[src/cme_div.sv]
// ----------------------------------------------------------------------------
// cme_div: iterative signed divide by a small count
// Restoring division on the magnitude, one quotient bit per cycle,
// quotient truncated toward zero.
// ----------------------------------------------------------------------------
module cme_div (
	input  logic               clk,
	input  logic               arst_n,
	input  logic               start,
	input  logic signed [63:0] dividend,
	input  logic [4:0]         divisor,
	output logic               done,
	output logic signed [63:0] quotient
);

	logic [63:0] mag_q;
	logic [4:0]  rem_q, div_q;
	logic        neg_q;
	logic [5:0]  cnt_q;
	logic        busy_q, fin_q, done_q;
	logic signed [63:0] quot_q;

	logic [5:0] trial, diff;
	logic       ge;

	assign trial = {rem_q, mag_q[63]};
	assign diff  = trial - {1'b0, div_q};
	assign ge    = trial >= {1'b0, div_q};

	always_ff @(posedge clk or negedge arst_n) begin
		if (!arst_n) begin
			busy_q <= 1'b0;
			fin_q  <= 1'b0;
			done_q <= 1'b0;
			cnt_q  <= 6'd0;
		end else begin
			fin_q  <= 1'b0;
			done_q <= fin_q;
			if (start) begin
				busy_q <= 1'b1;
				cnt_q  <= 6'd0;
			end else if (busy_q) begin
				cnt_q <= cnt_q + 6'd1;
				if (cnt_q == 6'd63) begin
					busy_q <= 1'b0;
					fin_q  <= 1'b1;
				end
			end
		end
	end

	always_ff @(posedge clk) begin
		if (start) begin
			mag_q <= dividend[63] ? 64'(-dividend) : 64'(dividend);
			neg_q <= dividend[63];
			div_q <= divisor;
			rem_q <= 5'd0;
		end else if (busy_q) begin
			rem_q <= ge ? diff[4:0] : trial[4:0];
			mag_q <= {mag_q[62:0], ge};
		end
		if (fin_q) begin
			quot_q <= neg_q ? -$signed(mag_q) : $signed(mag_q);
		end
	end

	assign done     = done_q;
	assign quotient = quot_q;

endmodule

[config.mk]
export PLATFORM = sky130hd
export DESIGN_NAME = cme_div
export DESIGN_NICKNAME = d
export VERILOG_FILES = /design/src/cme_div.sv
export SDC_FILE = /design/constraint.sdc
export NUM_CORES = 1
export LEC_CHECK = 0
export ABC_AREA = 1
export ABC_CLOCK_PERIOD_IN_PS = 2450
export BUFFER_PORTS_ARGS = -buffer_cell sky130_fd_sc_hd__buf_2
export CAP_MARGIN = 0
export CORE_MARGIN = 4
export CORE_UTILIZATION = 50
export CTS_BUF_LIST = sky130_fd_sc_hd__clkbuf_2 sky130_fd_sc_hd__clkbuf_4 sky130_fd_sc_hd__clkbuf_8
export DETAILED_ROUTE_END_ITERATION = 8
export PLACE_DENSITY = 0.71
export RECOVER_POWER = 50
export REMOVE_ABC_BUFFERS = 1
export SKIP_LAST_GASP = 1
export SYNTH_ARGS = -nofsm -noshare
export SYNTH_HDL_FRONTEND = slang
export SYNTH_SLANG_ARGS = --single-unit
[constraint.sdc]
create_clock -name clk -period 2.45 [get_ports clk]
set_input_delay 0.245 -clock clk [delete_from_list [all_inputs] [get_ports clk]]
set_output_delay 0.245 -clock clk [all_outputs]
set_load 0.02 [all_outputs]
==> summary.md <==
| Metric | Value |
|---|---|
| Port Buffers | 136 |
| CTS tree | yes |
| Critical Path, Cell by Cell | inv_1 -> ha_1 -> inv_1 -> fa_1 -> nand3_1 -> nand3_1 -> nand2_1 -> nand2_1 -> nand2_1 -> o21ai_0 |
| Post-layout min period | 2140 ps |
| Reg-to-reg slack, setup | 310 ps |
| Fin crit share | 87.4% |
| Metal3 WL | 2440 µm |
| Worst-Margin Slew | 1340 ps |
| Critical Path AT | 2310 ps |
| Commonest cells post-synth | 402 x nand2_1, 211 x nor2_1, 140 x nand3_1 |
| First-pass DRT Iterations | 6 |
| WL per Instance | 16.7 µm |
| Met1 WL | 13,500 µm |
| Post-route DRC violation count | 0 |
| Crit path max fanout | 9 |
| Gr usage total | 26.9% |
| Clk sinks | 148 |
| Fin util | 57.7% |
| Worst setup path startpoint | mag_q[63] |
| Most frequent cell after synthesis | nand2_1 |
| Pin count of the biggest net entering global routing | 65 |
| Full die area | 22,000 µm² |
| Initial antenna violation count | 0 |
| Synth top area share | 40.8% |
| Via-per-instance ratio | 5.36 |
| Post-Synthesis Cells | 1,328 |
| Largest stage delay on the critical path | 430 ps |
| Layout Skew | 21.9 ps |
| Top sig layer | met4 |
| H-tree levels | 4 |
| LEAKAGE | 4.65 nW |
| Peak supply drop | 0.295 mV |
| ANT cells | 0 |
| Yosys cell types | 38 |
| Internal power | 4.36 mW |
| Vias in the first global route | 8,730 |
| Ys async rst share | 6.08% |
| Post-detail-place hpwl | 23,300 µm |
| Design area | 11,200 µm² |
| Clock transition at path regs | 80 ps |
| Reg2Reg Depth | 10 |
| Post_cts resized | 0 |
| Die width | 148 µm |
| Worst slew margin | 10.8% |
| Sw power | 2.15 mW |
| Share of cells above drive strength 1 | 9.91% |
| Cell mode on critical path | nand2_1 |
| First-pass GRT wire length | 46,100 µm |
| Std cell rows | 51 |
| Core ar. | 19,500 µm² |
| Syn Area/Cell | 7.43 µm² |
| Critical Path RT | 2620 ps |
| Levels on crit path | 10 |
| Via count | 9,366 |
| Pwr dens | 579 nW/µm² |
| Cell taking the most area after synthesis | edfxtp_1 |
| CP endpoint kind | register |
| Main area contributors after synthesis | edfxtp_1 41%, nand2_1 15%, nor2_1 8.0% |
| Remaining Overflow, GRT | 0 |
| RSZ-0062 raised after global routing | false |
| Initial DRC count | 883 |
| Final setup fails | 0 |
| Chip height | 148 µm |
| CP delay by family, top | simple AND/OR/NAND/NOR gates |
| GPL Wtd Cong | 0.970 |
| P&R area growth vs syn | 13.9% |
| Crit path kind | register to register |
| Reg power frac | 49.3% |
| Critical path endpoint | mag_q[0] |
| Root buffer cell | clkbuf_8 |
| Max Fclk | 467 MHz |
| Yosys reg bits | 148 |
| Post-layout nets | 1,552 |
| Critical path launch point type | register |
| Final hold vios | 0 |
| Sw Share | 33.0% |
| Met2 routed WL | 12,600 µm |
| Ports | 137 |
| Drt total wl | 29,200 µm |
| Area after DPL | 10,900 µm² |
| Part of the power in the clock network | 28.5% |
| Yosys warnings | 0 |
| Max-capacitance violation count | 0 |
| Ys flop type | edfxtp_1 |
| Logic pwr share | 22.2% |
| FF-to-FF End | mag_q[0] |
| HP Class | input port to register |
| Post-synth EDFFs | 134 |
| Post-synthesis sequential area ratio | 44.1% |
| CTS Buf Count | 17 |
| Reg-to-reg startpoint | mag_q[63] |
| Antenna Violating Nets Remaining | 0 |
| Outcome | finished, final reports clean |
| Clock Path Buffers | 2 |
| WP buf/inv | 2 |
| Initial core utilization | 50.7% |
| Synthesized area | 9870 µm² |
| Layout Cells excl Fill | 1,749 |
| Fin. max-slew vios | 0 |
| Clk_lat worst skew | 470 ps |
| Crit-path slowest cell | edfxtp_1 |
| Post-Place Cells | 1,711 |
timing repair:
action,in CTS,in global routing
buffers inserted,0,0
hold buffers,6,0
hold endpoints to repair,14,0
cells by family after synthesis:
| kind of cell | share of synthesized area, % |
|---|---|
| simple gates | 36.3 |
| buf+inv | 5.99 |
| flops | 44.1 |
| compound gates | 6.75 |
| xor+xnor | 5.67 |
| fa+ha+maj | 1.22 |
area by class of cell:
type | instances | area [µm²]
tap | 265 | 332
sequential | 148 | 4350
clock buffer | 18 | 248
multi-input combinational | 1025 | 4920
clock inverter | 14 | 140
timing repair buffer | 154 | 782
fill | 1873 | 8220
inverter | 125 | 469
power by group through the flow:
stage | combinational [mW] | clock [mW] | sequential, mW
3_5_place_dp | 1.42 | 0 | 3.25
3_3_place_gp | 1.42 | 0 | 3.25
2_1_floorplan | 0.961 | 0 | 3.19
6_report | 1.44 | 1.86 | 3.21
5_1_grt | 1.64 | 2.01 | 3.23
4_1_cts | 1.44 | 1.89 | 3.20
metal layers:
metal,vias to the layer above,GRT usage (%)
met1,4233,40.0
met3,42,3.99
met5,-,0
li1,4666,-
met4,0,9.75
met2,425,40.1
placed cells by master (no fill, tap or decap), types with 4 or more instances in the layout:
master | synthesis | layout
nor2_4 | 7 | 7
dfrtp_1 | 9 | 9
nand2_1 | 402 | 403
nor3_1 | 4 | 4
ha_1 | 8 | 8
inv_6 | 0 | 6
dlygate4sd3_1 | 0 | 6
buf_4 | 0 | 4
clkbuf_8 | 0 | 18
o21ai_2 | 6 | 5
clkbuf_1 | 16 | 71
inv_1 | 122 | 122
nor2_1 | 211 | 211
xnor2_1 | 9 | 9
buf_12 | 0 | 4
nand3b_1 | 9 | 9
nand2_2 | 8 | 7
a21oi_1 | 17 | 17
nand3_1 | 140 | 140
buf_2 | 7 | 68
o21ai_0 | 71 | 73
dfxtp_1 | 5 | 5
edfxtp_1 | 134 | 134
nor2_2 | 6 | 6
o21ai_1 | 8 | 7
xor2_1 | 53 | 53
nand4_1 | 42 | 42
through the flow:
| step | TNS (ps) | worst slack, ps | hold WS [ps] | power [mW] |
|---|---|---|---|---|
| 5_1_grt | 0 | 107 | 154 | 6.88 |
| 2_1_floorplan | -298 | -116 | -50.6 | 4.15 |
| 3_5_place_dp | 0 | 338 | 104 | 4.68 |
| 3_3_place_gp | 0 | 405 | 106 | 4.67 |
| 6_report | 0 | 309 | 165 | 6.51 |
| 4_1_cts | 0 | 365 | 116 | 6.53 |
sequential cells by signal, summed over array words and instances (netlist names):
| name | flops |
|---|---|
| div_q | 5 |
| quotient | 64 |
| neg_q | 1 |
| fin_q | 1 |
| rem_q | 5 |
| done | 1 |
| busy_q | 1 |
| mag_q | 64 |
| cnt_q | 6 |
worst min path at each step:
stage                 start   endpoint  depth (start not counted)
6_report       dividend[60]  mag_q[60]                          4
5_1_grt         dividend[6]   mag_q[6]                          3
4_1_cts              arst_n   cnt_q[4]                          2
3_5_place_dp         arst_n       done                          1
3_3_place_gp         arst_n       done                          1
2_1_floorplan        arst_n     busy_q                          0
worst register-to-register path: cells and delay by family (launching register included):
family          cells  cell delay [ps]
compound gates      1              120
fa+ha+maj           2              550
buf+inv             2              160
flops               1              430
simple gates        5              600
(Power assumes the default switching activity.)
