### config.mk
export PLATFORM = sky130hd
export DESIGN_NAME = cme_mul
export DESIGN_NICKNAME = d
export VERILOG_FILES = /design/src/cme_pkg.sv /design/src/cme_mul.sv
export SDC_FILE = /design/constraint.sdc
export NUM_CORES = 2
export LEC_CHECK = 0
export ABC_AREA = 0
export BUFFER_PORTS_ARGS = -buffer_cell sky130_fd_sc_hd__buf_2
export CAP_MARGIN = 15
export CORE_MARGIN = 2
export CORE_UTILIZATION = 65
export DETAILED_ROUTE_END_ITERATION = 12
export PLACE_DENSITY = 0.84
export SYNTH_ARGS = -nofsm -noshare
export SYNTH_HDL_FRONTEND = slang
export SYNTH_SLANG_ARGS = --single-unit
### constraint.sdc
create_clock -name clk -period 37.4 [get_ports clk]
set_input_delay 1.87 -clock clk [delete_from_list [all_inputs] [get_ports clk]]
set_output_delay 1.87 -clock clk [all_outputs]
set_load 0.03 [all_outputs]
### src/cme_pkg.sv
// ----------------------------------------------------------------------------
// cme_pkg: shared types, constants and helpers
// Sequencer states, register indexes, CORDIC widths, angle table and
// saturating arithmetic used across the central moments engine.
// ----------------------------------------------------------------------------
package cme_pkg;

	localparam int CW = 42;  // CORDIC x/y width, holds trig sums with gain
	localparam int ZW = 36;  // CORDIC angle width, turns in Q0.32

	localparam logic signed [ZW-1:0] HALF_TURN    = 36'sh0_8000_0000;
	localparam logic signed [ZW-1:0] QUARTER_TURN = 36'sh0_4000_0000;

	localparam logic signed [63:0] Q_MAX = 64'sh7FFF_FFFF_FFFF_FFFF;
	localparam logic signed [63:0] Q_MIN = 64'sh8000_0000_0000_0000;

	typedef enum logic [2:0] {
		REG_PERIODIC    = 3'd0,
		REG_DOMAIN_MIN  = 3'd1,
		REG_DOMAIN_MAX  = 3'd2,
		REG_SPAN_RECIP  = 3'd3,
		REG_POWER_COUNT = 3'd4,
		REG_POWER_LIST  = 3'd5,
		REG_WANT_DERIV  = 3'd6
	} cme_reg_t;

	typedef enum logic [4:0] {
		ST_IDLE,
		ST_PH_MUL,
		ST_ROT,
		ST_MEAN,
		ST_VEC,
		ST_MEAN_MUL,
		ST_AMEAN,
		ST_DEV,
		ST_DMUL1,
		ST_DMUL2,
		ST_POW_INIT,
		ST_TERM,
		ST_LCHK,
		ST_LMUL,
		ST_LDIV,
		ST_MMUL,
		ST_MDIV,
		ST_EMIT_PREP,
		ST_DSUB,
		ST_DDIV,
		ST_EMIT
	} cme_state_t;

	function automatic logic signed [63:0] sat_add(input logic signed [63:0] a,
			input logic signed [63:0] b);
		logic signed [63:0] s;
		s = a + b;
		if ((a[63] == b[63]) && (s[63] != a[63])) begin
			s = a[63] ? Q_MIN : Q_MAX;
		end
		return s;
	endfunction

	function automatic logic signed [63:0] sat_sub(input logic signed [63:0] a,
			input logic signed [63:0] b);
		logic signed [63:0] s;
		s = a - b;
		if ((a[63] != b[63]) && (s[63] != a[63])) begin
			s = a[63] ? Q_MIN : Q_MAX;
		end
		return s;
	endfunction

	// atan(2^-i) in Q0.32 turns
	function automatic logic [31:0] cordic_angle(input logic [4:0] idx);
		logic [31:0] v;
		case (idx)
			5'd0:  v = 32'd536870912;
			5'd1:  v = 32'd316933406;
			5'd2:  v = 32'd167458907;
			5'd3:  v = 32'd85004756;
			5'd4:  v = 32'd42667331;
			5'd5:  v = 32'd21354465;
			5'd6:  v = 32'd10679838;
			5'd7:  v = 32'd5340245;
			5'd8:  v = 32'd2670163;
			5'd9:  v = 32'd1335087;
			5'd10: v = 32'd667544;
			5'd11: v = 32'd333772;
			5'd12: v = 32'd166886;
			5'd13: v = 32'd83443;
			5'd14: v = 32'd41722;
			5'd15: v = 32'd20861;
			5'd16: v = 32'd10430;
			5'd17: v = 32'd5215;
			5'd18: v = 32'd2608;
			5'd19: v = 32'd1304;
			5'd20: v = 32'd652;
			5'd21: v = 32'd326;
			5'd22: v = 32'd163;
			5'd23: v = 32'd81;
			5'd24: v = 32'd41;
			5'd25: v = 32'd20;
			5'd26: v = 32'd10;
			5'd27: v = 32'd5;
			5'd28: v = 32'd3;
			5'd29: v = 32'd1;
			5'd30: v = 32'd1;
			default: v = 32'd0;
		endcase
		return v;
	endfunction

endpackage

### src/cme_mul.sv
// ----------------------------------------------------------------------------
// cme_mul: iterative signed 64x64 multiplier
// Four 32x32 partial products on magnitudes, one per cycle; gives the full
// signed product and the saturated Q32.32 product.
// ----------------------------------------------------------------------------
module cme_mul (
	input  logic                 clk,
	input  logic                 arst_n,
	input  logic                 start,
	input  logic signed [63:0]   a,
	input  logic signed [63:0]   b,
	output logic                 done,
	output logic signed [127:0]  prod,
	output logic signed [63:0]   q32
);

	logic [63:0]  ua_q, ub_q;
	logic         neg_q;
	logic [127:0] acc_q;
	logic [1:0]   cnt_q;
	logic         busy_q, fin_q, done_q;
	logic signed [127:0] prod_q;
	logic signed [63:0]  q32_q;

	logic [31:0]  opa, opb;
	logic [63:0]  pp;
	logic [127:0] addend;
	logic [62:0]  mag;

	assign opa = cnt_q[1] ? ua_q[63:32] : ua_q[31:0];
	assign opb = cnt_q[0] ? ub_q[63:32] : ub_q[31:0];
	assign pp  = opa * opb;
	assign mag = acc_q[94:32];

	always_comb begin
		case (cnt_q)
			2'd0:    addend = {64'd0, pp};
			2'd3:    addend = {pp, 64'd0};
			default: addend = {32'd0, pp, 32'd0};
		endcase
	end

	always_ff @(posedge clk or negedge arst_n) begin
		if (!arst_n) begin
			busy_q <= 1'b0;
			fin_q  <= 1'b0;
			done_q <= 1'b0;
			cnt_q  <= 2'd0;
		end else begin
			done_q <= 1'b0;
			fin_q  <= 1'b0;
			if (start) begin
				busy_q <= 1'b1;
				cnt_q  <= 2'd0;
			end else if (busy_q) begin
				cnt_q <= cnt_q + 2'd1;
				if (cnt_q == 2'd3) begin
					busy_q <= 1'b0;
					fin_q  <= 1'b1;
				end
			end
			if (fin_q) begin
				done_q <= 1'b1;
			end
		end
	end

	always_ff @(posedge clk) begin
		if (start) begin
			ua_q  <= a[63] ? 64'(-a) : 64'(a);
			ub_q  <= b[63] ? 64'(-b) : 64'(b);
			neg_q <= a[63] ^ b[63];
			acc_q <= 128'd0;
		end else if (busy_q) begin
			acc_q <= acc_q + addend;
		end
		if (fin_q) begin
			prod_q <= neg_q ? -$signed(acc_q) : $signed(acc_q);
			if (acc_q[127:95] != 33'd0) begin
				q32_q <= neg_q ? cme_pkg::Q_MIN : cme_pkg::Q_MAX;
			end else begin
				q32_q <= neg_q ? -$signed({1'b0, mag}) : $signed({1'b0, mag});
			end
		end
	end

	assign done = done_q;
	assign prod = prod_q;
	assign q32  = q32_q;

endmodule

==> impl_metrics.tcl <==
set metrics [dict create \
    status "completed" \
    gp_congestion 1.07 \
    holdPathEnd "acc_q[1]" \
    finalSetupTns_ns 0 \
    met1_usage_pct 53.2 \
    synth-edff-count 321 \
    synth_area_leaders "fa_1, edfxtp_1, ha_1" \
    period_needed_ns 14.41 \
    firstDrtPassIters 7 \
    maxSlewHeadroom_pct 13.1 \
    grt_setup_unrepaired "no" \
    wire_per_inst_um 27.2 \
    synthesis.nets 8676 \
    antenna_found_initial 10 \
    crit_type "flip-flop to flip-flop" \
    hold_viol 0 \
    top_usage_layer "met2" \
    final_antenna_net_count 0 \
    yosysMostFrequentCell "inv_1" \
    r2r_end "acc_q[125]" \
    finalCritPeriodShare_pct 38.5 \
    drt_iter0_drc 7371 \
    core_area_sq_um 98000 \
    finClkSkew_ns 0.0306 \
    rows 115 \
    cts_setup_buffers 0 \
    cp-end-kind "flip-flop" \
    slew_violations 0 \
    grt_use_total_pct 46.6 \
    hold_class "flip-flop to flip-flop" \
    die-area_sq_um 101000 \
    holdPathStages 2 \
    grt_pass1_vias 57900 \
    cts_sinks 454 \
    met3_usage_pct 16.1 \
    r2r_setup_slack_ns 22.99 \
    ys_seq_area_share_pct 19.3 \
    ys.flop_type "edfxtp_1" \
    cts.repair.resized 0 \
    async_reset_ff_share_pct 1.10 \
    io_pins 324 \
    yosys_warnings 0 \
    synth_top_area_cell "fa_1" \
    drv_cap 0 \
    synthTopCellsByCount "inv_1, fa_1, nor2_1" \
    yosysTopAreaCellShare_pct 28.0 \
    drc 0 \
    area_delta_synth_final_pct 7.00 \
    clk_pin_slew_ns 0.07 \
    cp_max_fo 67 \
    clk_path_buf_depth 3 \
    cp_slowest_stage_delay_ns 1.19 \
    cts_max_level 2 \
    ff2ff_path_depth 40 \
    grt_pass1_wl_mm 352 \
    critical_path_arrival_ns 14.94 \
    dp_hpwl_mm 183 \
    cp_data_required_time_ns 37.93 \
    nets 8770 \
    cts_hold_buf 0 \
    start_util_pct 65.3 \
    cts_root_buf "clkbuf_16" \
    wl_mm 236 \
    met2_usage_pct 71.9 \
    syn_area_sq_um 64000 \
    die_y_um 318 \
    vias_per_cell 6.54 \
    drive_above_1_share_pct 8.91 \
    grt_max_degree 195 \
    start_kind "flip-flop" \
    clk_latency_ns 0.69 \
    path_common_cell "fa_1" \
    avgSynthCellArea_sq_um 8.84 \
    io_buffers 323 \
    synth-seq-cells 454 \
    cts_tree "yes" \
    cts_buffers 50 \
    final_cells 8682 \
    overflow 0 \
    min-delay-start "acc_q[1]" \
    tightestPinTransition_ns 1.29 \
    r2r_start "cnt_q[1]" \
    die_w_um 318 \
    fmaxAchievable_mhz 69.4 \
    ys_types 82 \
    synthCells 7245 \
    setup_viol 0 \
    dpl.cell_count 8572 \
    vias 56800 \
    cpMaxStageDelayCell "dfrtp_4" \
]
[cells by family (layout without fill, tap and decap cells)]
group / Yosys count / count (layout) / synth area share [%]
AOI/OAI and AO/OA: 1185 / 1185 / 11.8
xor gates and xnor gates: 449 / 449 / 6.14
adders and majority gates: 1300 / 1300 / 35.9
buffers and inverters: 1361 / 1497 / 7.99
DFF: 454 / 454 / 19.3
muxes: 181 / 181 / 2.95
other: 0 / 14 / 0
and+or+nand+nor: 2315 / 2315 / 15.9
[layout by cell type (no fill, tap or decap), types with 47 or more instances in the layout]
cell / n
a21o_1: 115
and2_1: 75
mux2i_1: 78
or3_1: 86
inv_1: 987
xnor2_1: 351
dfxtp_1: 128
a22o_1: 53
nand3_1: 69
nand2_1: 832
nand4_1: 77
o21bai_1: 47
buf_2: 323
mux2_2: 63
o21ai_0: 315
nor2_1: 885
edfxtp_1: 321
nor3_1: 72
clkbuf_16: 50
a21oi_1: 311
o31ai_1: 70
buf_4: 90
xor2_1: 98
fa_1: 897
ha_1: 402
[flip-flops by register name, indices dropped and copies added (netlist names)]
name	cells
acc_q	128
done	1
cnt_q	2
prod	128
ua_q	64
busy_q	1
fin_q	1
neg_q	1
ub_q	64
q32	64
[stage by stage]
step | worst slack, ns | instance area [sq um] | utilization [%] | hold WS (ns)
detailed placement | 23.39 | 66800 | 68.1 | 0.512
floorplan | 25.59 | 64000 | - | 0.475
CTS | 23.34 | 68500 | 69.9 | 0.520
finish | 22.99 | 68500 | 69.9 | 0.524
global route | 22.61 | 68500 | 69.9 | 0.555
global placement | 23.57 | 66800 | 68.1 | 0.502
[how the worst max path moves through the flow]
stage	cells past startpoint	endpoint	startpoint
2_1_floorplan	45	acc_q[113]	cnt_q[1]
3_3_place_gp	39	acc_q[125]	cnt_q[1]
3_5_place_dp	40	acc_q[125]	cnt_q[1]
4_1_cts	40	acc_q[125]	cnt_q[1]
5_1_grt	42	acc_q[100]	cnt_q[1]
6_report	40	acc_q[125]	cnt_q[1]
[cell type report]
class | count | area, sq um
Inverter | 988 | 3710
Clock buffer | 60 | 1310
Tap cell | 1287 | 1610
Timing Repair Buffer | 415 | 2330
Fill cell | 7543 | 29500
Clock inverter | 34 | 385
Antenna cell | 14 | 35.0
Sequential cell | 454 | 12300
Multi-Input combinational cell | 5430 | 46800
[metal layers]
metal | part of all wire [%] | vias up | wire [um]
li1 | - | 24000 | -
met1 | 33 | 27200 | 78200
met4 | 9.9 | 4 | 23300
met2 | 44 | 4274 | 104000
met3 | 13 | 1349 | 30800
met5 | 0.022 | - | 53
[worst max-delay path, delay by kind of cell, from the launching register on]
family | cells | cell delay [ns]
AO/OA/AOI/OAI | 17 | 4.90
adder cells (fa/ha/maj) | 10 | 4.75
AND/OR/NAND/NOR | 5 | 1.26
flip-flops | 1 | 1.19
multiplexers | 1 | 0.76
XOR/XNOR | 2 | 0.75
buffers and inverters | 5 | 0.58
Power is not shown: default switching activity piles up to over one toggle a cycle in this logic, so the estimate is an artifact.
